File: src/rtl/ms_pkg.sv
// Package for the merge sorter: shared types and constants.
// No dependencies; compiled first.
`default_nettype none
package ms_pkg;

  localparam int DATA_W = 32;

  typedef logic signed [DATA_W-1:0] data_t;

  typedef enum logic [2:0] {
    ST_LOAD,
    ST_PASS,
    ST_READ,
    ST_MERGE,
    ST_FETCH,
    ST_EMIT
  } ms_state_t;

endpackage
`default_nettype wire

File: src/rtl/ms_in_if.sv
// Input request channel of the merge sorter: valid/ready plus one element.
// Depends on ms_pkg.
`default_nettype none
interface ms_in_if;
  logic          valid;
  logic          ready;
  ms_pkg::data_t value;
  logic          last_item;

  modport source (output valid, output value, output last_item, input ready);
  modport sink   (input valid, input value, input last_item, output ready);
endinterface
`default_nettype wire

File: src/rtl/ms_out_if.sv
// Result request channel of the merge sorter: valid/ready plus one element.
// Depends on ms_pkg.
`default_nettype none
interface ms_out_if;
  logic          valid;
  logic          ready;
  ms_pkg::data_t sorted_value;
  logic          last_result;

  modport source (output valid, output sorted_value, output last_result, input ready);
  modport sink   (input valid, input sorted_value, input last_result, output ready);
endinterface
`default_nettype wire

File: src/rtl/ms_mem.sv
// Ping-pong element memory: two banks, one write port, two registered read ports.
// Depends on ms_pkg.
`default_nettype none
module ms_mem #(
  parameter int DEPTH = 8,
  parameter int AW    = 3
) (
  input  wire logic          clk,
  input  wire logic          wr_en,
  input  wire logic          wr_bank,
  input  wire logic [AW-1:0] wr_addr,
  input  wire ms_pkg::data_t wr_data,
  input  wire logic          rd_bank,
  input  wire logic [AW-1:0] rd_addr_a,
  input  wire logic [AW-1:0] rd_addr_b,
  output ms_pkg::data_t      rd_data_a,
  output ms_pkg::data_t      rd_data_b
);

  ms_pkg::data_t bank0 [DEPTH];
  ms_pkg::data_t bank1 [DEPTH];

  always_ff @(posedge clk) begin
    if (wr_en && !wr_bank) begin
      bank0[wr_addr] <= wr_data;
    end
    if (wr_en && wr_bank) begin
      bank1[wr_addr] <= wr_data;
    end
  end

  always_ff @(posedge clk) begin
    if (rd_bank) begin
      rd_data_a <= bank1[rd_addr_a];
      rd_data_b <= bank1[rd_addr_b];
    end else begin
      rd_data_a <= bank0[rd_addr_a];
      rd_data_b <= bank0[rd_addr_b];
    end
  end

endmodule
`default_nettype wire

File: src/rtl/ms_ctrl.sv
// Sequencer of the merge sorter: load, bottom-up merge passes, emit.
// Depends on ms_pkg, ms_in_if, ms_out_if; drives the ports of ms_mem.
`default_nettype none
module ms_ctrl #(
  parameter int MAX_ELEMENTS = 8,
  parameter int AW           = 3
) (
  input  wire logic          clk,
  input  wire logic          rst,
  ms_in_if.sink              items,
  ms_out_if.source           results,
  output logic               wr_en,
  output logic               wr_bank,
  output logic [AW-1:0]      wr_addr,
  output ms_pkg::data_t      wr_data,
  output logic               rd_bank,
  output logic [AW-1:0]      rd_addr_a,
  output logic [AW-1:0]      rd_addr_b,
  input  wire ms_pkg::data_t rd_data_a,
  input  wire ms_pkg::data_t rd_data_b
);

  localparam int CW = $clog2(MAX_ELEMENTS + 1);
  localparam int PW = AW + 3;

  ms_pkg::ms_state_t state, state_next;

  logic [CW-1:0] cnt, cnt_next;
  logic          src, src_next;
  logic [PW-1:0] width, width_next;
  logic [PW-1:0] lo, lo_next;
  logic [PW-1:0] a, a_next;
  logic [PW-1:0] b, b_next;
  logic [PW-1:0] k, k_next;
  logic [PW-1:0] a_end, a_end_next;
  logic [PW-1:0] b_end, b_end_next;

  logic          out_valid, out_valid_next;
  ms_pkg::data_t out_value, out_value_next;
  logic          out_last, out_last_next;

  logic          accept;
  logic          set_done;
  logic [PW-1:0] n_ext;
  logic [PW-1:0] mid_raw, hi_raw, mid_sat, hi_sat;
  logic          a_ok, b_ok, take_a;
  logic          slot_free;
  logic          emit_last;
  logic          merge_done;

  assign accept     = items.valid && items.ready;
  assign set_done   = items.last_item || (cnt == CW'(MAX_ELEMENTS - 1));
  assign n_ext      = PW'(cnt);
  assign mid_raw    = lo + width;
  assign hi_raw     = lo + (width << 1);
  assign mid_sat    = (mid_raw > n_ext) ? n_ext : mid_raw;
  assign hi_sat     = (hi_raw > n_ext) ? n_ext : hi_raw;
  assign a_ok       = a < a_end;
  assign b_ok       = b < b_end;
  assign take_a     = a_ok && (!b_ok || (rd_data_a <= rd_data_b));
  assign merge_done = (k + PW'(1)) == b_end;
  assign slot_free  = !out_valid || results.ready;
  assign emit_last  = (k + PW'(1)) == n_ext;

  always_comb begin
    state_next = state;
    unique case (state)
      ms_pkg::ST_LOAD: begin
        if (accept && set_done) begin
          state_next = ms_pkg::ST_PASS;
        end
      end
      ms_pkg::ST_PASS: begin
        if (width >= n_ext) begin
          state_next = ms_pkg::ST_FETCH;
        end else if (lo < n_ext) begin
          state_next = ms_pkg::ST_READ;
        end
      end
      ms_pkg::ST_READ:  state_next = ms_pkg::ST_MERGE;
      ms_pkg::ST_MERGE: state_next = merge_done ? ms_pkg::ST_PASS : ms_pkg::ST_READ;
      ms_pkg::ST_FETCH: state_next = ms_pkg::ST_EMIT;
      ms_pkg::ST_EMIT: begin
        if (slot_free) begin
          state_next = emit_last ? ms_pkg::ST_LOAD : ms_pkg::ST_FETCH;
        end
      end
      default: state_next = ms_pkg::ST_LOAD;
    endcase
  end

  always_comb begin
    cnt_next       = cnt;
    src_next       = src;
    width_next     = width;
    lo_next        = lo;
    a_next         = a;
    b_next         = b;
    k_next         = k;
    a_end_next     = a_end;
    b_end_next     = b_end;
    out_value_next = out_value;
    out_last_next  = out_last;
    out_valid_next = out_valid && !results.ready;
    items.ready    = 1'b0;
    wr_en          = 1'b0;
    wr_bank        = 1'b0;
    wr_addr        = cnt[AW-1:0];
    wr_data        = items.value;
    rd_bank        = src;
    rd_addr_a      = a[AW-1:0];
    rd_addr_b      = b[AW-1:0];
    unique case (state)
      ms_pkg::ST_LOAD: begin
        items.ready = 1'b1;
        wr_en       = accept;
        if (accept) begin
          cnt_next = cnt + CW'(1);
          if (set_done) begin
            width_next = PW'(1);
            lo_next    = '0;
            src_next   = 1'b0;
          end
        end
      end
      ms_pkg::ST_PASS: begin
        if (width >= n_ext) begin
          k_next = '0;
        end else if (lo < n_ext) begin
          a_next     = lo;
          a_end_next = mid_sat;
          b_next     = mid_sat;
          b_end_next = hi_sat;
          k_next     = lo;
        end else begin
          width_next = width << 1;
          lo_next    = '0;
          src_next   = !src;
        end
      end
      ms_pkg::ST_READ: begin
      end
      ms_pkg::ST_MERGE: begin
        wr_en   = 1'b1;
        wr_bank = !src;
        wr_addr = k[AW-1:0];
        wr_data = take_a ? rd_data_a : rd_data_b;
        k_next  = k + PW'(1);
        if (take_a) begin
          a_next = a + PW'(1);
        end else begin
          b_next = b + PW'(1);
        end
        if (merge_done) begin
          lo_next = b_end;
        end
      end
      ms_pkg::ST_FETCH: begin
        rd_addr_a = k[AW-1:0];
      end
      ms_pkg::ST_EMIT: begin
        rd_addr_a = k[AW-1:0];
        if (slot_free) begin
          out_valid_next = 1'b1;
          out_value_next = rd_data_a;
          out_last_next  = emit_last;
          k_next         = k + PW'(1);
          if (emit_last) begin
            cnt_next = '0;
          end
        end
      end
      default: begin
      end
    endcase
  end

  always_ff @(posedge clk) begin
    if (rst) begin
      state     <= ms_pkg::ST_LOAD;
      cnt       <= '0;
      out_valid <= 1'b0;
    end else begin
      state     <= state_next;
      cnt       <= cnt_next;
      out_valid <= out_valid_next;
    end
    src       <= src_next;
    width     <= width_next;
    lo        <= lo_next;
    a         <= a_next;
    b         <= b_next;
    k         <= k_next;
    a_end     <= a_end_next;
    b_end     <= b_end_next;
    out_value <= out_value_next;
    out_last  <= out_last_next;
  end

  assign results.valid        = out_valid;
  assign results.sorted_value = out_value;
  assign results.last_result  = out_last;

endmodule
`default_nettype wire

File: src/rtl/merge_sorter.sv
// Merge sorter top level: ping-pong element memory plus merge sequencer.
// Depends on ms_pkg, ms_in_if, ms_out_if, ms_mem, ms_ctrl.
//
// Usage:
//   items   : request channel, one signed 32-bit element per request. The
//             request with last_item set, or the MAX_ELEMENTS-th request,
//             closes the set.
//   results : request channel, the set in ascending signed order; the final
//             request carries last_result.
// Sequence for a set of n elements:
//   load    : one element per cycle while items is valid.
//   sort    : ceil(log2 n) bottom-up merge passes; in each pass every element
//             goes through a memory read, then compare and write back, and
//             each run pair and each pass take a setup step.
//   emit    : per result a memory read, then the output register.
//   items is not ready during sort and emit; the next set loads once the
//   final result sits in the output register.
// Reset (rst, synchronous) empties the set and drops any pending result;
// memory contents are left as they are. A stalled results channel holds the
// output register and pauses the emit sequence.
`default_nettype none
module merge_sorter #(
  parameter int MAX_ELEMENTS = 8
) (
  input  wire logic clk,
  input  wire logic rst,
  ms_in_if.sink     items,
  ms_out_if.source  results
);

  localparam int AW = $clog2(MAX_ELEMENTS);

  logic          wr_en;
  logic          wr_bank;
  logic [AW-1:0] wr_addr;
  ms_pkg::data_t wr_data;
  logic          rd_bank;
  logic [AW-1:0] rd_addr_a;
  logic [AW-1:0] rd_addr_b;
  ms_pkg::data_t rd_data_a;
  ms_pkg::data_t rd_data_b;

  ms_mem #(
    .DEPTH (MAX_ELEMENTS),
    .AW    (AW)
  ) u_mem (
    .clk       (clk),
    .wr_en     (wr_en),
    .wr_bank   (wr_bank),
    .wr_addr   (wr_addr),
    .wr_data   (wr_data),
    .rd_bank   (rd_bank),
    .rd_addr_a (rd_addr_a),
    .rd_addr_b (rd_addr_b),
    .rd_data_a (rd_data_a),
    .rd_data_b (rd_data_b)
  );

  ms_ctrl #(
    .MAX_ELEMENTS (MAX_ELEMENTS),
    .AW           (AW)
  ) u_ctrl (
    .clk       (clk),
    .rst       (rst),
    .items     (items),
    .results   (results),
    .wr_en     (wr_en),
    .wr_bank   (wr_bank),
    .wr_addr   (wr_addr),
    .wr_data   (wr_data),
    .rd_bank   (rd_bank),
    .rd_addr_a (rd_addr_a),
    .rd_addr_b (rd_addr_b),
    .rd_data_a (rd_data_a),
    .rd_data_b (rd_data_b)
  );

endmodule
`default_nettype wire
File: src/flat_wrapper.sv
// flat-port wrapper written by rule: the top's interface ports become plain ports
module merge_sorter_flat 
#(
  parameter int MAX_ELEMENTS = 8
)
  (clk, rst, items_valid, items_value, items_last_item, items_ready, results_valid, results_sorted_value, results_last_result, results_ready);
  ms_in_if items_i ();
  ms_out_if results_i ();
  input  wire logic clk;
  input  wire logic rst;
  input wire logic [$bits(items_i.valid)-1:0] items_valid;
  input wire logic [$bits(items_i.value)-1:0] items_value;
  input wire logic [$bits(items_i.last_item)-1:0] items_last_item;
  output wire logic [$bits(items_i.ready)-1:0] items_ready;
  output wire logic [$bits(results_i.valid)-1:0] results_valid;
  output wire logic [$bits(results_i.sorted_value)-1:0] results_sorted_value;
  output wire logic [$bits(results_i.last_result)-1:0] results_last_result;
  input wire logic [$bits(results_i.ready)-1:0] results_ready;
  assign items_i.valid = items_valid;
  assign items_i.value = items_value;
  assign items_i.last_item = items_last_item;
  assign items_ready = items_i.ready;
  assign results_valid = results_i.valid;
  assign results_sorted_value = results_i.sorted_value;
  assign results_last_result = results_i.last_result;
  assign results_i.ready = results_ready;
  merge_sorter #(.MAX_ELEMENTS(MAX_ELEMENTS)) u_core (.clk(clk), .rst(rst), .items(items_i), .results(results_i));
endmodule
File: config.mk
export PLATFORM = sky130hd
export DESIGN_NAME = merge_sorter_flat
export DESIGN_NICKNAME = d
export VERILOG_FILES = /design/src/rtl/ms_pkg.sv /design/src/rtl/ms_in_if.sv /design/src/rtl/ms_out_if.sv /design/src/rtl/ms_mem.sv /design/src/rtl/ms_ctrl.sv /design/src/rtl/merge_sorter.sv /design/src/flat_wrapper.sv
export SDC_FILE = /design/constraint.sdc
export NUM_CORES = 1
export LEC_CHECK = 0
export BUFFER_PORTS_ARGS = -buffer_cell sky130_fd_sc_hd__buf_2
export CAP_MARGIN = 20
export CORE_MARGIN = 4
export CORE_UTILIZATION = 45
export DETAILED_ROUTE_END_ITERATION = 10
export SYNTH_ARGS = -nofsm -noshare
export SYNTH_HDL_FRONTEND = slang
export SYNTH_HIERARCHICAL = 1
export SYNTH_SLANG_ARGS = --single-unit
File: constraint.sdc
create_clock -name clk -period 6.2 [get_ports clk]
set_input_delay 0 -clock clk [delete_from_list [all_inputs] [get_ports clk]]
set_output_delay 0 -clock clk [all_outputs]
set_load 0.02 [all_outputs]
; ---- Word-level counts from Yosys, hierarchy flattened
; Memories as Yosys holds them, arrays and structs flattened. A register that Yosys moved wholly into a read port is not among the register bits.
; Cells that the tools add are included.
[word_totals]
ff_bits = 148
mem_bits_rw = 512
in_bits = 37
out_inout_bits = 35
elab_cells = 139
n_memories = 2
[op_classes]
n_addsub = 6
n_lt_le_gt_ge = 7
n_eq_ne = 20
mux = 57
bitwise_logic = 1
n_reduce_logical = 30
[memory_table]
columns = memory, words, word_bits, rd, rd_clocked_by_memory_dff, wr, line_no
row1 = u_core.u_mem.bank0, 8, 32, 2, 1, 1, ms_mem.sv:20  ; ms_pkg::data_t bank0 [DEPTH];
row2 = u_core.u_mem.bank1, 8, 32, 2, 1, 1, ms_mem.sv:21  ; ms_pkg::data_t bank1 [DEPTH];
[op_table]
columns = operator, n
row1 = 32-bit two-way mux, 4
row2 = 6-bit two-way mux, 18
row3 = 6-bit case mux with 2 select lines, 3
row4 = 6-bit case mux with 3 select lines, 2
row5 = 32-bit less-or-equal comparator, 1
row6 = 3-bit two-way mux, 9
row7 = 2-bit inequality test (second input constant), 11
row8 = 6-bit by 1-bit adder with 6-bit output (second input constant), 3
row9 = 3-bit case mux with 6 select lines, 1
row10 = 4-bit two-way mux, 4
row11 = 6-bit adder, 2
row12 = 6-bit by 4-bit greater-than comparator with 1-bit output, 2
row13 = 6-bit less-than comparator, 2
row14 = 1-bit two-way mux, 12
row15 = 4-bit AND reduction, 3
row16 = 3-bit AND reduction, 3
row17 = 4-bit case mux with 2 select lines, 1
row18 = 3-bit by 2-bit == test with 1-bit output (second input constant), 2
row19 = 3-bit == test (second input constant), 2
row20 = 6-bit by 4-bit == test with 1-bit output, 1
row21 = 6-bit == test, 1
row22 = 6-bit by 4-bit >= comparator with 1-bit output, 1
row23 = 1-bit logical AND, 6
row24 = 6-bit by 4-bit less-than comparator with 1-bit output, 1
row25 = other kinds (16), 26

; ---- Logic depth before layout (Yosys ltp)
[logic_depth]
ltp_word = 7
mapped_depth = 10
depth_no_buf = 10

; ---- Modules after synthesis
; Netlist, hierarchy kept.
[by_module_without_submodules]
columns = module, instances, cells_per_inst, area_each_um2
row1 = ms_mem, 1, 1141, 24203.2
row2 = ms_ctrl, 1, 647, 6149.6

; ---- Least setup slack after synthesis
; OpenSTA, ideal clock, no wires.
[synth_timing]
kind = reg2reg
from = register u_core.u_ctrl.state[2]
to = memory u_core/u_mem/bank0[0][0] in the netlist's numbering, enable pin
setup_ps = 461
t_arrival_ps = 4096
setup_slack_ps = 1643
stages_incl_launch_ff = 7
n_path_buf = 1
cell_sequence = dfxtp_1 clkbuf_1 nor3_1 nand2_1 nand2_1 or3b_2 nor3_1
[synth_via]
elab_chain_cells = 7
word_cells_on_any_way = 11
cone_classes = 1 x eq/ne / 6 x mux / 4 x reduce/logical
[synth_lines]
columns = element, line_no
row1 = start: declaration, ms_ctrl.sv:26  ; ms_pkg::ms_state_t state, state_next;
row2 = start signal: assignment, ms_ctrl.sv:180  ; state <= ms_pkg::ST_LOAD;
row3 = start signal: assignment, ms_ctrl.sv:184  ; state <= state_next;
row4 = 3-bit logical NOT, ms_ctrl.sv:113  ; unique case (state)
row5 = 1-bit two-way mux, ms_ctrl.sv:113
row6 = via items_ready, flat_wrapper.sv:14  ; output wire logic [$bits(items_i.ready)-1:0] items_ready;
row7 = 1-bit logical AND, ms_ctrl.sv:51  ; assign accept = items.valid && items.ready;
row8 = 1-bit case mux with 2 select lines, ms_ctrl.sv:113
row9 = via u_core.wr_en, merge_sorter.sv:33  ; logic wr_en;
row10 = 1-bit logical AND, ms_mem.sv:24  ; if (wr_en && !wr_bank) begin
row11 = 1-bit two-way mux, ms_mem.sv:24
row12 = 1-bit two-way mux (not written as such), ms_mem.sv:25  ; bank0[wr_addr] <= wr_data;
row13 = end: declaration, ms_mem.sv:20
; The timed path passes the listed nets, and every way through them passes these cells.

; ---- Worst setup path after layout
[layout_timing]
from = register u_core.u_mem.rd_data_b[19]
to = memory u_core/u_mem/bank0[7][18] in the netlist's numbering, data pin
[layout_via]
elab_chain_cells = 5
[layout_lines]
columns = element, line_no
row1 = start: declaration, ms_mem.sv:17  ; output ms_pkg::data_t rd_data_b
row2 = start signal: assignment, ms_mem.sv:35  ; rd_data_b <= bank1[rd_addr_b];
row3 = start signal: assignment, ms_mem.sv:38  ; rd_data_b <= bank0[rd_addr_b];
row4 = 32-bit less-or-equal comparator, ms_ctrl.sv:60  ; assign take_a = a_ok && (!b_ok || (rd_data_a <= rd_data_b));
row5 = 1-bit logical OR, ms_ctrl.sv:60
row6 = 1-bit logical AND, ms_ctrl.sv:60
row7 = 32-bit two-way mux, ms_ctrl.sv:147  ; wr_data = take_a ? rd_data_a : rd_data_b;
row8 = 32-bit two-way mux, ms_ctrl.sv:113
row9 = via u_core.wr_data[18], merge_sorter.sv:36  ; ms_pkg::data_t wr_data;
; The timed path passes the listed nets, and every way through them passes these cells.

==> results_dict.tcl <==
set metrics [dict create \
    period_minus_slack_ns 4.20 \
    outcome "finished, final reports clean" \
    ctsResizeCount 0 \
    place_hpwl_mm 47.4 \
    nets 2039 \
    placed_cell_area_um2 31800 \
    p_sw_share_pct 27.0 \
    hold_class "input port to flip-flop" \
    num_vias 18066 \
    setup_viol 0 \
    rsz0062_at_grt "false" \
    port_buffers 71 \
    clk_latency_ns 0.62 \
    crit_path_cell_trace "inv_1 > ha_1 > nand4_1 > nor4_1 > a221o_1 > a32o_2 > o21ai_1 > a31oi_1 > buf_4" \
    required_ns 6.67 \
    via_per_inst 6.33 \
    drt_pre_antenna_iters 5 \
    synth.avg_cell_area_um2 17.0 \
    clkTransAtPathRegs_ns 0.06 \
    fin_area_um2 34800 \
    antenna_found_initial 0 \
    wl_mm 84.6 \
    grt_pass1_vias 18407 \
    synthFlopType "edfxtp_1" \
    post_cts_buffers 0 \
    switchingPower_mw 3.14 \
    drv_slew 0 \
    synth-seq-area-share_pct 62.9 \
    dieArea_um2 71700 \
    max_freq_ghz 0.238 \
    timing.final.crit_share_pct 67.8 \
    arrival_ns 4.67 \
    start_util_pct 45.8 \
    power_frac_comb_pct 17.2 \
    die_x_um 268 \
    vdd_drop_max_uv 180 \
    ctsHoldBuffers 7 \
    ios 72 \
    regArea_um2 19100 \
    endpoint_kind "flip-flop" \
    multiInputGateArea_um2 10700 \
    cts.sinks 660 \
    crit_fanout 33 \
    drive_gt1_share_pct 28.2 \
    die_h_um 268 \
    cts_buffer_depth 3 \
    syn_to_final_growth_pct 14.6 \
    syn_inst 1788 \
    slew_headroom_pct 21.5 \
    async_reset_ff_share_pct 0 \
    synthDistinctLibCells 65 \
    intPower_mw 8.47 \
    grt_max_degree 73 \
    fin_util_pct 52.4 \
    coreArea_um2 66300 \
    grt_pass1_wl_mm 123 \
    yosysWarnings 6 \
    ant_nets 0 \
    critPathKind "flip-flop to flip-flop" \
    fp-row-count 94 \
    worst_pin_slew_ns 1.18 \
    p_leak_nw 11.8 \
    tns_ns 0 \
    worst_slack_ns 2.00 \
    htreeDepth 3 \
    routedWlPerCell_um 29.7 \
    drc 0 \
    synth-seq-cells 660 \
    antenna_cells 0 \
    cellPowerDensity_nw_per_um2 334 \
    root_buffer "clkbuf_16" \
    grt-ovfl-total 0 \
    power.share.clock_pct 37.0 \
    p_seq_share_pct 45.8 \
    synth-edff-count 588 \
    hold_viol_final 0 \
    grt.total_usage_pct 23.6 \
    start_kind "flip-flop" \
    cts_buffers 72 \
    finalWeightedCongestion 0.782 \
    slowest_delay_ns 0.95 \
    slowest_stage "a32o_2" \
    dp_slack_ns 1.42 \
    drt_iter0_drc 1857 \
    cap_violations 0 \
    fillerInstances 5329 \
    netlist_area_um2 30400 \
    clock_skew_ns 0.0270 \
    cts_tree "done" \
]
## metrics by stage
| step | hold slack [ns] | power (mW) | instances |
|---|---|---|---|
| 2_1_floorplan | 0.0691 | 6.69 | 1791 |
| 3_3_place_gp | 0.261 | 7.33 | 2652 |
| 3_5_place_dp | 0.279 | 7.36 | 2652 |
| 4_1_cts | 0.00837 | 11.7 | 2792 |
| 5_1_grt | 0.0409 | 12.1 | 2853 |
| 6_report | 0.0625 | 11.6 | 2853 |
## path summary, 6_finish.rpt
check	start	endpoint	slack, ns	depth (start not counted)
hold reg to reg	u_core/u_mem/rd_data_a[7]$_DFF_P_	u_core/u_ctrl/results.sorted_value[7]$_DFFE_PP_	0.47	0
setup reg to reg	u_core/u_mem/rd_data_b[19]$_DFF_P_	u_core/u_mem/bank0[7][18]$_DFFE_PP_	2.00	9
setup / recovery	u_core/u_mem/rd_data_b[19]$_DFF_P_	u_core/u_mem/bank0[7][18]$_DFFE_PP_	2.00	9
hold / removal	items_value[0]	u_core/u_mem/bank1[7][0]$_DFFE_PP_	0.06	4
## cell usage in the layout (no fill, tap or decap), types with 5 or more instances in the layout
cell type,instances
edfxtp_1,588
buf_2,71
nand3_1,54
nor3_2,5
nor2_1,53
clkbuf_1,26
nor3_1,6
ha_1,70
dlygate4sd3_1,33
nand4_1,5
o21ai_1,31
clkinv_2,8
mux2_2,11
clkbuf_16,75
nor2b_1,5
a22oi_1,129
xor2_1,13
nand2b_1,11
o21ai_0,28
clkbuf_4,7
clkbuf_8,7
mux4_2,256
a211oi_1,5
xnor2_1,17
a31oi_1,35
nor2_4,15
bufinv_16,6
inv_1,53
a21oi_1,25
dfxtp_1,72
and2_1,5
nand2_1,109
a21o_1,11
buf_4,64
## critical path: cells and delay by family (launching register included)
family | cells | cell delay (ns)
and+or+nand+nor | 2 | 1.00
AOI/OAI and AO/OA | 4 | 2.09
buffers and inverters | 2 | 0.32
DFF | 1 | 0.33
adders and majority gates | 1 | 0.30
## per-layer routing
layer / up-vias / wire, µm / track usage [%]
met5: - / 0 / 0
met4: 0 / 1720 / 5.72
met3: 123 / 6140 / 3.79
met2: 796 / 42500 / 39.9
met1: 9516 / 34300 / 32.6
li1: 7631 / - / -
## cells by family (layout without fill, tap and decap cells)
kind of cell / after synthesis / count (layout) / share of synthesized area, %
flops: 660 / 660 / 62.9
simple gates: 299 / 299 / 4.59
compound gates: 290 / 290 / 6.62
mux: 267 / 267 / 19.4
buf+inv: 169 / 367 / 2.56
fa+ha+maj: 72 / 72 / 3.02
xor+xnor: 30 / 30 / 0.866
other cells: 1 / 4 / 0.0124
## Yosys cell counts (28+ instances only)
library cell  instances  area share (%)
mux4_2              256              19
a22oi_1             129             3.2
o21ai_1              31            0.51
nand3_1              54            0.89
nor2_1               68            0.84
dfxtp_1              72             4.7
a31oi_1              35            0.72
clkbuf_1             48            0.59
o21ai_0              28            0.46
inv_1                53            0.66
ha_1                 70             2.9
nand2_1             111             1.4
edfxtp_1            588              58
## final cells by class
class	count	share of cell area (%)
sequential	660	54.9
multi-input combinational	962	30.7
clock buffer	108	5.95
timing repair buffer	181	3.89
tap	864	3.11
clock inverter	25	0.842
inverter	53	0.572
## state kept, by name, indices dropped and copies added, names as in the netlist
signal / flops
u_core/u_ctrl/b: 6
u_core/u_mem/rd_data_b: 32
u_core/u_mem/rd_data_a: 32
u_core/u_ctrl/a_end: 6
u_core/u_ctrl/b_end: 6
u_core/u_ctrl/width: 6
u_core/u_ctrl/a: 6
u_core/u_ctrl/k: 6
u_core/u_ctrl/results.valid: 1
u_core/u_mem/bank0: 256
u_core/u_ctrl/rd_bank: 1
u_core/u_ctrl/cnt: 4
u_core/u_ctrl/results.last_result: 1
u_core/u_ctrl/results.sorted_value: 32
u_core/u_ctrl/lo: 6
u_core/u_ctrl/state: 3
u_core/u_mem/bank1: 256
## power by group through the flow
stage | registers (mW) | logic, mW | clock network (mW)
finish | 5.32 | 1.99 | 4.30
global route | 5.34 | 2.16 | 4.56
CTS | 5.32 | 1.96 | 4.37
detailed placement | 5.41 | 1.94 | 0
global placement | 5.40 | 1.92 | 0
floorplan | 5.33 | 1.35 | 0
No activity file was read; power rests on OpenSTA's default activity.
